$ cat config.mk
export PLATFORM = sky130hd
export DESIGN_NAME = i2c_master_byte_engine
export DESIGN_NICKNAME = d
export VERILOG_FILES = /design/src/rtl/i2cm_pkg.sv /design/src/rtl/i2cm_regs.sv /design/src/rtl/i2cm_seq.sv /design/src/rtl/i2c_master_byte_engine.sv
export SDC_FILE = /design/constraint.sdc
export NUM_CORES = 1
export LEC_CHECK = 0
export BUFFER_PORTS_ARGS = -buffer_cell sky130_fd_sc_hd__buf_4
export CAP_MARGIN = 20
export CORE_AREA = 2 2 118 120
export DETAILED_ROUTE_END_ITERATION = 8
export DIE_AREA = 0 0 120 122
export HOLD_SLACK_MARGIN = 0.08
export SLEW_MARGIN = 30
export SYNTH_ARGS = -nofsm -noshare
export SYNTH_HDL_FRONTEND = slang
export SYNTH_HIERARCHICAL = 1
export SYNTH_SLANG_ARGS = --single-unit
$ cat constraint.sdc
create_clock -name clk -period 4.3 [get_ports clk]
set_input_delay 0.645 -clock clk [delete_from_list [all_inputs] [get_ports clk]]
set_output_delay 0.645 -clock clk [all_outputs]
set_load 0.02 [all_outputs]
$ cat src/rtl/i2cm_pkg.sv
// Shared types and constants for the I2C master byte engine.
package i2cm_pkg;

	// Configuration port
	localparam int unsigned AddrW = 2;
	localparam int unsigned DataW = 32;
	localparam logic [AddrW-1:0] RegPhaseTicks = 2'd0;
	localparam logic [15:0] PhaseTicksReset = 16'd200;

	// Command codes
	localparam logic [2:0] CmdNone  = 3'd0;
	localparam logic [2:0] CmdStart = 3'd1;
	localparam logic [2:0] CmdStop  = 3'd2;
	localparam logic [2:0] CmdWrite = 3'd3;
	localparam logic [2:0] CmdRead  = 3'd4;

	// One tick word as taken from the input channel
	typedef struct packed {
		logic [2:0] command;
		logic [7:0] write_data;
		logic       ack_to_send;
		logic       sda_sample;
	} item_t;

	// One result word as shown on the output channel
	typedef struct packed {
		logic       scl_level;
		logic       sda_level;
		logic       sda_enable;
		logic       busy_res;
		logic       done_res;
		logic [7:0] read_data;
		logic       ack_received;
	} res_t;

endpackage

$ cat src/rtl/i2cm_regs.sv
// APB-style configuration register holding the phase length.
module i2cm_regs (
	input  logic                        clk,
	input  logic                        arst_n,
	input  logic                        psel,
	input  logic                        penable,
	input  logic                        pwrite,
	input  logic [i2cm_pkg::AddrW-1:0]  paddr,
	input  logic [i2cm_pkg::DataW-1:0]  pwdata,
	output logic [i2cm_pkg::DataW-1:0]  prdata,
	output logic                        pready,
	output logic [15:0]                 phase_ticks
);

	logic [15:0] phase_ticks_q;
	logic        wr_en;

	assign wr_en = psel & penable & pwrite & (paddr == i2cm_pkg::RegPhaseTicks);

	// Capture the phase length on the access cycle
	always_ff @(posedge clk or negedge arst_n) begin
		if (!arst_n) begin
			phase_ticks_q <= i2cm_pkg::PhaseTicksReset;
		end else if (wr_en) begin
			phase_ticks_q <= pwdata[15:0];
		end
	end

	// Read back the register, zero elsewhere
	always_comb begin
		prdata = '0;
		if (paddr == i2cm_pkg::RegPhaseTicks) begin
			prdata = {{(i2cm_pkg::DataW-16){1'b0}}, phase_ticks_q};
		end
	end

	assign pready      = 1'b1;
	assign phase_ticks = phase_ticks_q;

endmodule

$ cat src/rtl/i2cm_seq.sv
// Bus phase sequencer: advances SCL/SDA phases by one tick per word.
module i2cm_seq (
	input  logic            clk,
	input  logic            arst_n,
	input  logic            fire,
	input  i2cm_pkg::item_t item,
	input  logic [15:0]     phase_ticks,
	output i2cm_pkg::res_t  res
);

	typedef enum logic [4:0] {
		PH_IDLE,
		PH_ST_A, PH_ST_B, PH_ST_C,
		PH_SP_A, PH_SP_B, PH_SP_C,
		PH_W_SET, PH_W_HIGH, PH_W_LOW,
		PH_WA_LOW, PH_WA_HIGH,
		PH_R_LOW, PH_R_HIGH,
		PH_K_REL, PH_K_SET, PH_K_HIGH, PH_K_LOW
	} phase_t;

	phase_t      phase_q, phase_d;
	logic [3:0]  bit_q, bit_d;
	logic [7:0]  shift_q, shift_d;
	logic [15:0] tick_q, tick_d;
	logic        ack_q, ack_d;
	logic [7:0]  rbyte_q, rbyte_d;
	logic        scl_q, scl_d;
	logic        sda_q, sda_d;
	logic        acks_q, acks_d;
	logic        done;
	logic        rel;
	logic [15:0] limit;
	logic [15:0] tick_inc;
	logic [3:0]  bit_inc;
	logic [7:0]  shl_w;
	logic [7:0]  shl_r;

	assign limit    = (phase_ticks == 16'd0) ? 16'd1 : phase_ticks;
	assign tick_inc = tick_q + 16'd1;
	assign bit_inc  = bit_q + 4'd1;
	assign shl_w    = {shift_q[6:0], 1'b0};
	assign shl_r    = {shift_q[6:0], item.sda_sample};

	// Work out the state after this tick
	always_comb begin
		phase_d = phase_q;
		bit_d   = bit_q;
		shift_d = shift_q;
		tick_d  = tick_q;
		ack_d   = ack_q;
		rbyte_d = rbyte_q;
		scl_d   = scl_q;
		sda_d   = sda_q;
		acks_d  = acks_q;
		done    = 1'b0;
		if (phase_q == PH_IDLE) begin
			// Take a command, or hold
			case (item.command)
				i2cm_pkg::CmdStart: begin
					phase_d = PH_ST_A; scl_d = 1'b1; sda_d = 1'b1; tick_d = '0;
				end
				i2cm_pkg::CmdStop: begin
					phase_d = PH_SP_A; scl_d = 1'b0; sda_d = 1'b0; tick_d = '0;
				end
				i2cm_pkg::CmdWrite: begin
					shift_d = item.write_data;
					bit_d   = '0;
					phase_d = PH_W_SET; scl_d = 1'b0; sda_d = item.write_data[7];
					tick_d  = '0;
				end
				i2cm_pkg::CmdRead: begin
					shift_d = '0;
					bit_d   = '0;
					acks_d  = item.ack_to_send;
					phase_d = PH_R_LOW; scl_d = 1'b0; sda_d = 1'b1; tick_d = '0;
				end
				default: begin
				end
			endcase
		end else begin
			tick_d = tick_inc;
			if (tick_inc >= limit) begin
				// End of phase: enter the next one
				tick_d = '0;
				case (phase_q)
					PH_ST_A:   begin phase_d = PH_ST_B; scl_d = 1'b1; sda_d = 1'b0; end
					PH_ST_B:   begin phase_d = PH_ST_C; scl_d = 1'b0; sda_d = 1'b0; end
					PH_SP_A:   begin phase_d = PH_SP_B; scl_d = 1'b1; sda_d = 1'b0; end
					PH_SP_B:   begin phase_d = PH_SP_C; scl_d = 1'b1; sda_d = 1'b1; end
					PH_W_SET:  begin phase_d = PH_W_HIGH; scl_d = 1'b1; sda_d = shift_q[7]; end
					PH_W_HIGH: begin phase_d = PH_W_LOW; scl_d = 1'b0; sda_d = shift_q[7]; end
					PH_W_LOW: begin
						shift_d = shl_w;
						bit_d   = bit_inc;
						scl_d   = 1'b0;
						if (bit_inc >= 4'd8) begin
							phase_d = PH_WA_LOW; sda_d = 1'b1;
						end else begin
							phase_d = PH_W_SET; sda_d = shl_w[7];
						end
					end
					PH_WA_LOW: begin phase_d = PH_WA_HIGH; scl_d = 1'b1; sda_d = 1'b1; end
					PH_WA_HIGH: begin
						// Sample the acknowledge at the end of SCL high
						ack_d   = ~item.sda_sample;
						phase_d = PH_IDLE; scl_d = 1'b0; sda_d = 1'b0;
						done    = 1'b1;
					end
					PH_R_LOW: begin phase_d = PH_R_HIGH; scl_d = 1'b1; sda_d = 1'b1; end
					PH_R_HIGH: begin
						shift_d = shl_r;
						bit_d   = bit_inc;
						scl_d   = 1'b0;
						sda_d   = 1'b1;
						if (bit_inc >= 4'd8) begin
							rbyte_d = shl_r;
							phase_d = PH_K_REL;
						end else begin
							phase_d = PH_R_LOW;
						end
					end
					PH_K_REL:  begin phase_d = PH_K_SET; scl_d = 1'b0; sda_d = ~acks_q; end
					PH_K_SET:  begin phase_d = PH_K_HIGH; scl_d = 1'b1; sda_d = ~acks_q; end
					PH_K_HIGH: begin phase_d = PH_K_LOW; scl_d = 1'b0; sda_d = ~acks_q; end
					PH_K_LOW, PH_ST_C, PH_SP_C: begin
						phase_d = PH_IDLE;
						done    = 1'b1;
					end
					default: begin
						phase_d = PH_IDLE;
					end
				endcase
			end
		end
	end

	// Hold the sequencer state; advance only when a tick word is processed
	always_ff @(posedge clk or negedge arst_n) begin
		if (!arst_n) begin
			phase_q <= PH_IDLE;
			bit_q   <= '0;
			shift_q <= '0;
			tick_q  <= '0;
			ack_q   <= 1'b0;
			rbyte_q <= '0;
			scl_q   <= 1'b1;
			sda_q   <= 1'b1;
			acks_q  <= 1'b0;
		end else if (fire) begin
			phase_q <= phase_d;
			bit_q   <= bit_d;
			shift_q <= shift_d;
			tick_q  <= tick_d;
			ack_q   <= ack_d;
			rbyte_q <= rbyte_d;
			scl_q   <= scl_d;
			sda_q   <= sda_d;
			acks_q  <= acks_d;
		end
	end

	// Result word shows the state after this tick
	assign rel = (phase_d == PH_WA_LOW) || (phase_d == PH_WA_HIGH) ||
		(phase_d == PH_R_LOW) || (phase_d == PH_R_HIGH) || (phase_d == PH_K_REL);

	always_comb begin
		res.scl_level    = scl_d;
		res.sda_level    = rel ? 1'b1 : sda_d;
		res.sda_enable   = ~rel;
		res.busy_res     = (phase_d != PH_IDLE);
		res.done_res     = done;
		res.read_data    = rbyte_d;
		res.ack_received = ack_d;
	end

endmodule

$ cat src/rtl/i2c_master_byte_engine.sv
// Tick words wait in the input register, result words in the result register.
// Throughput: one tick word per cycle; the input register, the phase sequencer
// and the result register each pass one word per cycle while not stalled.
// Reset: arst_n clears both stages and puts the bus lines released (SCL and SDA
// high), the sequencer idle and the phase length at 200 ticks.
module i2c_master_byte_engine (
	input  logic                        clk,
	input  logic                        arst_n,
	// input channel
	input  logic                        in_valid,
	output logic                        in_ready,
	input  logic [2:0]                  command,
	input  logic [7:0]                  write_data,
	input  logic                        ack_to_send,
	input  logic                        sda_sample,
	// output channel
	output logic                        out_valid,
	input  logic                        out_ready,
	output logic                        scl_level,
	output logic                        sda_level,
	output logic                        sda_enable,
	output logic                        busy_res,
	output logic                        done_res,
	output logic [7:0]                  read_data,
	output logic                        ack_received,
	// configuration port
	input  logic                        psel,
	input  logic                        penable,
	input  logic                        pwrite,
	input  logic [i2cm_pkg::AddrW-1:0]  paddr,
	input  logic [i2cm_pkg::DataW-1:0]  pwdata,
	output logic [i2cm_pkg::DataW-1:0]  prdata,
	output logic                        pready
);

	logic            valid_s1;
	i2cm_pkg::item_t item_s1;
	logic            out_valid_q;
	i2cm_pkg::res_t  res_q;
	i2cm_pkg::res_t  res_next;
	logic [15:0]     phase_ticks;
	logic            fire;
	logic            in_take;

	assign fire     = valid_s1 & (~out_valid_q | out_ready);
	assign in_ready = ~valid_s1 | fire;
	assign in_take  = in_valid & in_ready;

	i2cm_regs u_regs (
		.clk         (clk),
		.arst_n      (arst_n),
		.psel        (psel),
		.penable     (penable),
		.pwrite      (pwrite),
		.paddr       (paddr),
		.pwdata      (pwdata),
		.prdata      (prdata),
		.pready      (pready),
		.phase_ticks (phase_ticks)
	);

	// Input stage: hold a word until the sequencer takes it
	always_ff @(posedge clk or negedge arst_n) begin
		if (!arst_n) begin
			valid_s1 <= 1'b0;
		end else begin
			valid_s1 <= in_take | (valid_s1 & ~fire);
		end
	end

	always_ff @(posedge clk) begin
		if (in_take) begin
			item_s1.command     <= command;
			item_s1.write_data  <= write_data;
			item_s1.ack_to_send <= ack_to_send;
			item_s1.sda_sample  <= sda_sample;
		end
	end

	i2cm_seq u_seq (
		.clk         (clk),
		.arst_n      (arst_n),
		.fire        (fire),
		.item        (item_s1),
		.phase_ticks (phase_ticks),
		.res         (res_next)
	);

	// Result register: hold the word until the consumer takes it
	always_ff @(posedge clk or negedge arst_n) begin
		if (!arst_n) begin
			out_valid_q <= 1'b0;
		end else begin
			out_valid_q <= fire | (out_valid_q & ~out_ready);
		end
	end

	always_ff @(posedge clk) begin
		if (fire) begin
			res_q <= res_next;
		end
	end

	assign out_valid    = out_valid_q;
	assign scl_level    = res_q.scl_level;
	assign sda_level    = res_q.sda_level;
	assign sda_enable   = res_q.sda_enable;
	assign busy_res     = res_q.busy_res;
	assign done_res     = res_q.done_res;
	assign read_data    = res_q.read_data;
	assign ack_received = res_q.ack_received;

endmodule

==> results_tabular.tex, run 1 <==
\begin{tabular}{lr}
\hline
Metric & Value \\
\hline
\multicolumn{2}{l}{\textbf{Place}} \\
Placed cell areas & $\sim$0.0058 mm² \\
Total of buffers placed on input and output ports & roughly 70 \\
Placer's final routability congestion estimate & 0.857 \\
Detailed Place HPWL & 7.67 mm \\
\multicolumn{2}{l}{\textbf{Yosys}} \\
Distinct cell type count after synthesis & 71 \\
Post-synthesis register bit count & 90 \\
Synthesis Warnings & 6 \\
Most numerous cell types in the synthesized netlist & dfrtp\_1 (58), nand2\_1 (34), o21ai\_0 (33) \\
Commonest register cell after synthesis & dfrtp\_1 \\
Synth top area share & 27.5\% \\
Simple-gate share of the synthesized area & 16.7\% \\
Fraction of the mapped netlist area in compound gates & $\sim$13\% \\
Largest family of logic cells by synthesized area & simple AND/OR/NAND/NOR gates \\
Share of cell area taken by muxes after synthesis & about a tenth \\
Post-synthesis area per instance & $\sim$11 µm² \\
Sequential area share after synthesis & 45.3\% \\
Post-synthesis cell type with the largest combined area & dfrtp\_1 \\
Count of flip-flops with a built-in enable after synthesis & 27 \\
Post-Synthesis Cells & between 400 and 500 \\
Async set-or-reset flop fraction in the synthesized netlist & 70.0\% \\
Post-Synth XOR/XNOR Area & about 3.5\% \\
Most instantiated library cell after synthesis & dfrtp\_1 \\
Dominant cells by area after synthesis & dfrtp\_1 (27\%), edfxtp\_1 (15\%), mux2\_2 (5.8\%) \\
Adder and majority cell fraction of the synthesized area & 4.26\% \\
Synthesized cell area & 0.00528 mm² \\
\multicolumn{2}{l}{\textbf{Drt}} \\
Iteration-0 DRC Markers & 201 \\
Wire length reported by the detailed router & 10.6 mm \\
Post-DRT Antenna Nets & 0 \\
Remaining DRCs & 0 \\
Mean routed wirelength per cell & 14.3 µm \\
Number of vias per cell after detailed routing & 5.10 \\
Vias after detailed routing & 3801 \\
Pre-Repair DR Iteration Count & 4 \\
\multicolumn{2}{l}{\textbf{Clock tree}} \\
Total number of H-tree levels & 3 \\
Clk buf depth & 2 \\
Clock sink count & 90 \\
Clock root buffer & clkbuf\_16 \\
CTS tree & yes \\
Number of buffers added by the clock tree synthesis step & 9 \\
Hold-fix buffer count after cts & 0 \\
Clock slew seen by the registers of the worst setup and hold paths & around 0.070 ns \\
Later-pin clock latency in the skew report & 0.35 ns \\
\multicolumn{2}{l}{\textbf{Power and ir drop}} \\
Static leakage & 2.84 nW \\
Share of power burned in combinational logic & 29.8\% \\
Power density relative to cell area & 456 mW/mm² \\
Register share of total power & 43.6\% \\
Design Power & 2.81 mW \\
Clock share of power & approximately a quarter \\
Maximum vdd ir drop & 0.291 mV \\
Fraction of power spent switching nets & 35.3\% \\
Net switching power & about 1000 µW \\
Pint & roughly 1.8 mW \\
\multicolumn{2}{l}{\textbf{Floorplanning}} \\
Number of placement rows & 43 \\
Die footprint & 0.0146 mm² \\
I/O pin cnt & 103 \\
Core ar. & roughly 0.014 mm² \\
Chip height & 122 µm \\
Starting density of the core & 39.1\% \\
Width of the die & 120 µm \\
\multicolumn{2}{l}{\textbf{Worst setup path}} \\
Critical path fanouts, max & 11 \\
CP Launch Type & register \\
Peak per-stage delay on the critical path & 0.47 ns \\
Cell class contributing the biggest share of worst-path delay & simple AND/OR/NAND/NOR gates \\
Capturing element type of the critical path & register \\
Number of buffers and inverters on the critical path & 0 \\
Signal arrival time at the worst endpoint & 4.10 ns \\
Worst endpoint required time & 4.39 ns \\
Worst Setup Path Type & register to register \\
Crit path max-delay cell type & or4\_1 \\
Most frequent cell on the critical path & and3\_1 \\
Crit path cell chain & ha\_1, and3\_1, and3\_1, and3\_1, and3\_1, nand3\_1, xnor2\_2, ha\_1, nand4\_1, a21oi\_1, a21oi\_2, a21o\_4, mux2\_2, and3b\_1, or4\_1 \\
\multicolumn{2}{l}{\textbf{GRT}} \\
First-pass GRT wire length & 17.6 mm \\
Global-route track usage on met1 & 19.2\% \\
Global-route total usage across every layer & 15.2\% \\
Number of global-route vias before repair & 3606 \\
Total gr overflow & 0 \\
Antenna violations before repair & 0 \\
Met3 usage in global routing & roughly 3.8\% \\
Pin count of the biggest net entering global routing & 64 \\
Met2 demand-to-capacity share in global routing & around a quarter \\
Most Crowded Layer GR & met2 \\
\multicolumn{2}{l}{\textbf{Timing}} \\
Achievable Freq & between 0.2 and 0.25 GHz \\
Slew Limit Headroom & between 40\% and 50\% \\
Tightest hold margin & 0.378 ns \\
Final count of negative-setup-slack endpoints & 0 \\
Shortest clock period the worst path allows after layout & 4.01 ns \\
Part of the cycle the worst path needs & 93.3\% \\
Worst clock skew & 0.0146 ns \\
Max-slew violation count & 0 \\
RSZ-0062 raised after global routing & false \\
Slew at the pin with the worst max-slew slack & 0.809 ns \\
Total negative setup slack & 0 ns \\
Hold Fails Final Rpt & 0 \\
\multicolumn{2}{l}{\textbf{Run status}} \\
Run status & completed \\
\multicolumn{2}{l}{\textbf{Final layout}} \\
Number of nets at the end of the flow & 632 \\
Post-Layout Inst Area & 0.00615 mm² \\
Diode count & 0 \\
Final design utilization & 45.6\% \\
Fill cell instance count of the final layout & between 1000 and 1500 \\
Area added between synthesis and finish & 16.5\% \\
Layout cells sized above 1 & 27.8\% \\
\multicolumn{2}{l}{\textbf{Min path}} \\
Hold/Removal Path Class & primary input to asynchronous set/reset pin \\
\multicolumn{2}{l}{\textbf{Flow run}} \\
\# Max-Cap Violations & 0 \\
\hline
\end{tabular}
-- sequential cells by signal, indices dropped and copies added, names as in the netlist, 4 cells and up --
signal,cells
read_data,8
u_seq/phase_q,5
u_seq/tick_q,16
u_seq/rbyte_q,8
item_s1,13
u_regs/phase_ticks,16
u_seq/shift_q,8
u_seq/bit_q,4
-- power by group through the flow --
stage	Combinational, mW	Clock [mW]	Sequential (mW)
2_1_floorplan	0.707	0	1.14
3_3_place_gp	0.810	0	1.24
3_5_place_dp	0.833	0	1.24
4_1_cts	0.837	0.774	1.22
5_1_grt	0.954	0.805	1.25
6_report	0.837	0.745	1.22
-- repair_timing --
action                     in CTS  in global routing
setup endpoints to repair       0                 28
setup buffers                   0                  2
resized for setup               0                  6
-- layout by cell type, fill, tap and decap left out, types with 12 or more instances in the layout --
master	n
ha_1	18
buf_4	74
inv_1	27
nand3_1	12
o21ai_0	32
and2_1	19
conb_1	17
mux2_2	27
edfxtp_1	27
nor2_1	25
nand2_1	34
a21oi_1	13
dfrtp_1	57
-- logic make-up (layout without fill, tap and decap cells) --
group                    after synthesis  after routing
AND/OR/NAND/NOR                      156            156
AO/OA/AOI/OAI                         99             99
flip-flops                            90             90
buffers and inverters                 67            118
multiplexers                          47             47
XOR/XNOR                              20             20
adder cells (fa/ha/maj)               18             18
other                                  2             17
-- final timing paths --
kind	cells after the start	startpoint	endpoint	slack, ns
worst max-delay path	15	u_seq/tick_q[0]	sda_enable	0.29
worst min-delay path	1	arst_n	u_seq/rbyte_q[3]	0.38
worst max register to register	15	u_seq/tick_q[0]	sda_enable	0.29
worst min register to register	1	item_s1[1]	u_seq/acks_q	0.47
max in group asynchronous	1	arst_n	u_seq/tick_q[0]	3.33
min in group clk	1	sda_sample	item_s1[0]	0.47
-- final cells by class --
type | count | area (µm²) | area share (%)
multi-input cells | 357 | 2590 | 42.2
flip-flops and latches | 90 | 2390 | 38.9
repair buffers | 74 | 556 | 9.03
clock buffers | 10 | 229 | 3.72
well taps | 180 | 225 | 3.66
inverters | 28 | 105 | 1.71
clock inverters | 6 | 47.5 | 0.773
-- per-layer routing --
layer,vias to the layer above,wire length [µm]
li1,1869,-
met1,1806,4720
met2,112,5210
met3,14,510
met4,0,201
met5,-,0
-- per-stage QoR --
stage                     setup WS (ns)  instances
after floorplan                   0.598        514
after global placement            0.229        727
after detailed placement          0.118        727
after CTS                         0.100        743
after global routing             0.0338        745
final                             0.288        745
-- worst register-to-register path: stages, from the launching register on --
cell     delay (ns)
dfrtp_2        0.42
ha_1           0.22
and3_1         0.21
and3_1         0.23
and3_1         0.27
and3_1         0.26
nand3_1        0.14
xnor2_2        0.18
ha_1           0.31
nand4_1        0.09
a21oi_1        0.17
a21oi_2        0.10
a21o_4         0.25
mux2_2         0.27
and3b_1        0.18
or4_1          0.47
Power figures use the tool's default switching activity.
==> inputs of run 2 (changes only) <==
==> constraint.sdc (replaced) <==
create_clock -name clk -period 3.8 [get_ports clk]
set_input_delay 0.57 -clock clk [delete_from_list [all_inputs] [get_ports clk]]
set_output_delay 0.57 -clock clk [all_outputs]
set_load 0.02 [all_outputs]
==> run 2 against run 1 <==
  * Worst hold slack worse by 0.045 ns
  * Clock power grew 13%
  * Count of clock-buffer cells in the layout stayed put
  * Non-clock buffer count increased by 22
  * First-iteration DRC count is 8.5% higher
  * Flip-flop and latch count did not move
  * Sequential power up 13%
  * Routed wire length increased by 4.4%
  * Highest routed layer unchanged
==> results_tabular.tex, run 2 (synthesized netlist as in run 1, its figures left out) <==
\begin{tabular}{lr}
\hline
Metric & Value \\
\hline
\multicolumn{2}{l}{\textbf{Worst setup path}} \\
Reg-to-reg startpoint & u\_seq/tick\_q[1] \\
Worst endpoint required time & 3.87 ns \\
Signal arrival time at the worst endpoint & 3.79 ns \\
Number of cells on the worst reg-to-reg path & 15 \\
CP Launch Type & register \\
Register-to-register setup slack & 0.09 ns \\
Worst Setup Path Type & register to register \\
Terminus of the critical flop-to-flop path & sda\_level \\
Capturing element type of the critical path & register \\
Critical path fanouts, max & 4 \\
\multicolumn{2}{l}{\textbf{Power and ir drop}} \\
Static leakage & 2.97 nW \\
Power density relative to cell area & about 510 mW/mm² \\
Maximum vdd ir drop & 0.191 mV \\
\multicolumn{2}{l}{\textbf{GRT}} \\
Number of global-route vias before repair & roughly 3600 \\
Total gr overflow & 0 \\
Global-route total usage across every layer & 15.2\% \\
Pin count of the biggest net entering global routing & 64 \\
First-pass GRT wire length & 17.6 mm \\
Antenna violations before repair & 0 \\
\multicolumn{2}{l}{\textbf{Place}} \\
Placer's final routability congestion estimate & a little under 0.9 \\
Detailed Place HPWL & 7.86 mm \\
Placed cell areas & about 0.0060 mm² \\
Total of buffers placed on input and output ports & 69 \\
\multicolumn{2}{l}{\textbf{Clock tree}} \\
Number of buffers added by the clock tree synthesis step & 9 \\
Clock sink count & 90 \\
Later-pin clock latency in the skew report & 0.34 ns \\
Clock slew seen by the registers of the worst setup and hold paths & around 0.07 ns \\
Clk buf depth & 2 \\
Total number of H-tree levels & 3 \\
Clock root buffer & clkbuf\_16 \\
CTS tree & yes \\
\multicolumn{2}{l}{\textbf{Timing}} \\
RSZ-0062 raised after global routing & true \\
Total negative setup slack & 0 ns \\
Hold Fails Final Rpt & 0 \\
Achievable Freq & 0.269 GHz \\
Worst clock skew & between 0.006 and 0.007 ns \\
Final count of negative-setup-slack endpoints & 0 \\
Part of the cycle the worst path needs & 97.7\% \\
Shortest clock period the worst path allows after layout & 3.71 ns \\
Slew at the pin with the worst max-slew slack & 0.821 ns \\
Slew Limit Headroom & 45.3\% \\
Max-slew violation count & 0 \\
\multicolumn{2}{l}{\textbf{Floorplanning}} \\
Starting density of the core & 39.1\% \\
I/O pin cnt & 103 \\
Chip height & 122 µm \\
Width of the die & 120 µm \\
Number of placement rows & 43 \\
Die footprint & $\sim$0.015 mm² \\
Core ar. & 0.0135 mm² \\
\multicolumn{2}{l}{\textbf{Final layout}} \\
Number of nets at the end of the flow & around 660 \\
Layout cells sized above 1 & 33.7\% \\
Area added between synthesis and finish & 22.1\% \\
Leading cell type in the layout, fill and taps excluded & buf\_4 \\
Total area of multi-input combinational cells & 0.00272 mm² \\
Fill cell instance count of the final layout & between 1000 and 1500 \\
Diode count & 0 \\
Most frequent cells in the layout & buf\_4 (95), dfrtp\_1 (57), nand2\_1 (34), o21ai\_0 (32) \\
Post-Layout Inst Area & around 0.0064 mm² \\
Footprint of the flip-flops and latches & 0.00239 mm² \\
\multicolumn{2}{l}{\textbf{Drt}} \\
Pre-Repair DR Iteration Count & 5 \\
Post-DRT Antenna Nets & 0 \\
Mean routed wirelength per cell & 14.5 µm \\
Wire length reported by the detailed router & 11.1 mm \\
Remaining DRCs & 0 \\
Number of vias per cell after detailed routing & between 5 and 6 \\
Iteration-0 DRC Markers & 218 \\
Vias after detailed routing & around 3900 \\
\multicolumn{2}{l}{\textbf{Run status}} \\
Run status & completed \\
\multicolumn{2}{l}{\textbf{Min path}} \\
Hold/Removal Path Class & primary input to asynchronous set/reset pin \\
\multicolumn{2}{l}{\textbf{Flow run}} \\
\# Max-Cap Violations & 0 \\
\hline
\end{tabular}
[run 2: changes by cell type in the layout (fill, tap and decap cells not counted), sizes merged]
cell      before  now
clkinv         2    4
a21o           6    7
buf           74   96
clkinvlp       1    0
inv           31   30
[run 2: stage by stage]
step	std cells	power (mW)	setup WS [ns]	hold slack, ns	util (%)
after global routing	768	3.51	-0.0576	0.386	47.7
after detailed placement	745	2.39	0.0115	0.487	44.3
final	768	3.29	0.0865	0.334	47.7
after floorplan	514	2.09	0.0976	0.274	-
after CTS	762	3.24	0.0139	0.357	46.4
after global placement	745	2.35	0.0716	0.469	44.3
[run 2: layout make-up]
| cell class | count | area share [%] |
|---|---|---|
| clock buffers | 10 | 3.55 |
| clock inverters | 6 | 0.757 |
| inverters | 28 | 1.63 |
| multi-input cells | 358 | 42.2 |
| flip-flops and latches | 90 | 37.1 |
| well taps | 180 | 3.49 |
| repair buffers | 96 | 11.2 |
[run 2: worst max-delay path by stage]
stage / startpoint / to / slack [ns] / depth (start not counted)
floorplan: u_seq/tick_q[0] / sda_enable / 0.1 / 15
global placement: u_seq/tick_q[1] / sda_enable / 0.07 / 15
detailed placement: u_seq/tick_q[1] / sda_enable / 0.01 / 15
CTS: u_seq/tick_q[2] / sda_enable / 0.01 / 14
global route: u_seq/tick_q[1] / sda_enable / -0.06 / 15
finish: u_seq/tick_q[1] / sda_level / 0.09 / 15
[run 2: repair_timing]
item                                    in CTS  in global routing
hold buffers                                 0                  0
gates resized for setup                      0                 30
pin swaps                                    1                 11
setup buffers                                1                  5
cloned                                       0                  1
endpoints found under the setup margin       1                 36
[run 2: worst max-delay path: stages (launching register included)]
cell and delay (ns):
dfrtp_1 0.41, ha_2 0.20, and3_4 0.19, and3_4 0.18, and3_4 0.19, and3_4 0.19, nand3_1 0.11, xnor2_2 0.17
ha_1 0.30, nand2_1 0.07, o21ai_2 0.22, nor3_4 0.09, a21o_2 0.26, or3_1 0.38, a31oi_1 0.34, o41ai_1 0.15
[run 2: power breakdown]
part | leakage, nW | total (mW) | internal, mW | switching (mW)
registers | 1.07 | 1.38 | 1.16 | 0.217
logic | 1.76 | 1.06 | 0.511 | 0.551
clock network | 0.137 | 0.844 | 0.451 | 0.393
[run 2: layer usage]
metal	up-vias	part of all wire [%]	global-route usage [%]
met5	-	0	0
met1	1848	43	18.5
li1	1924	-	-
met3	14	5.9	3.37
met4	0	1.1	5.07
met2	125	50	26.7
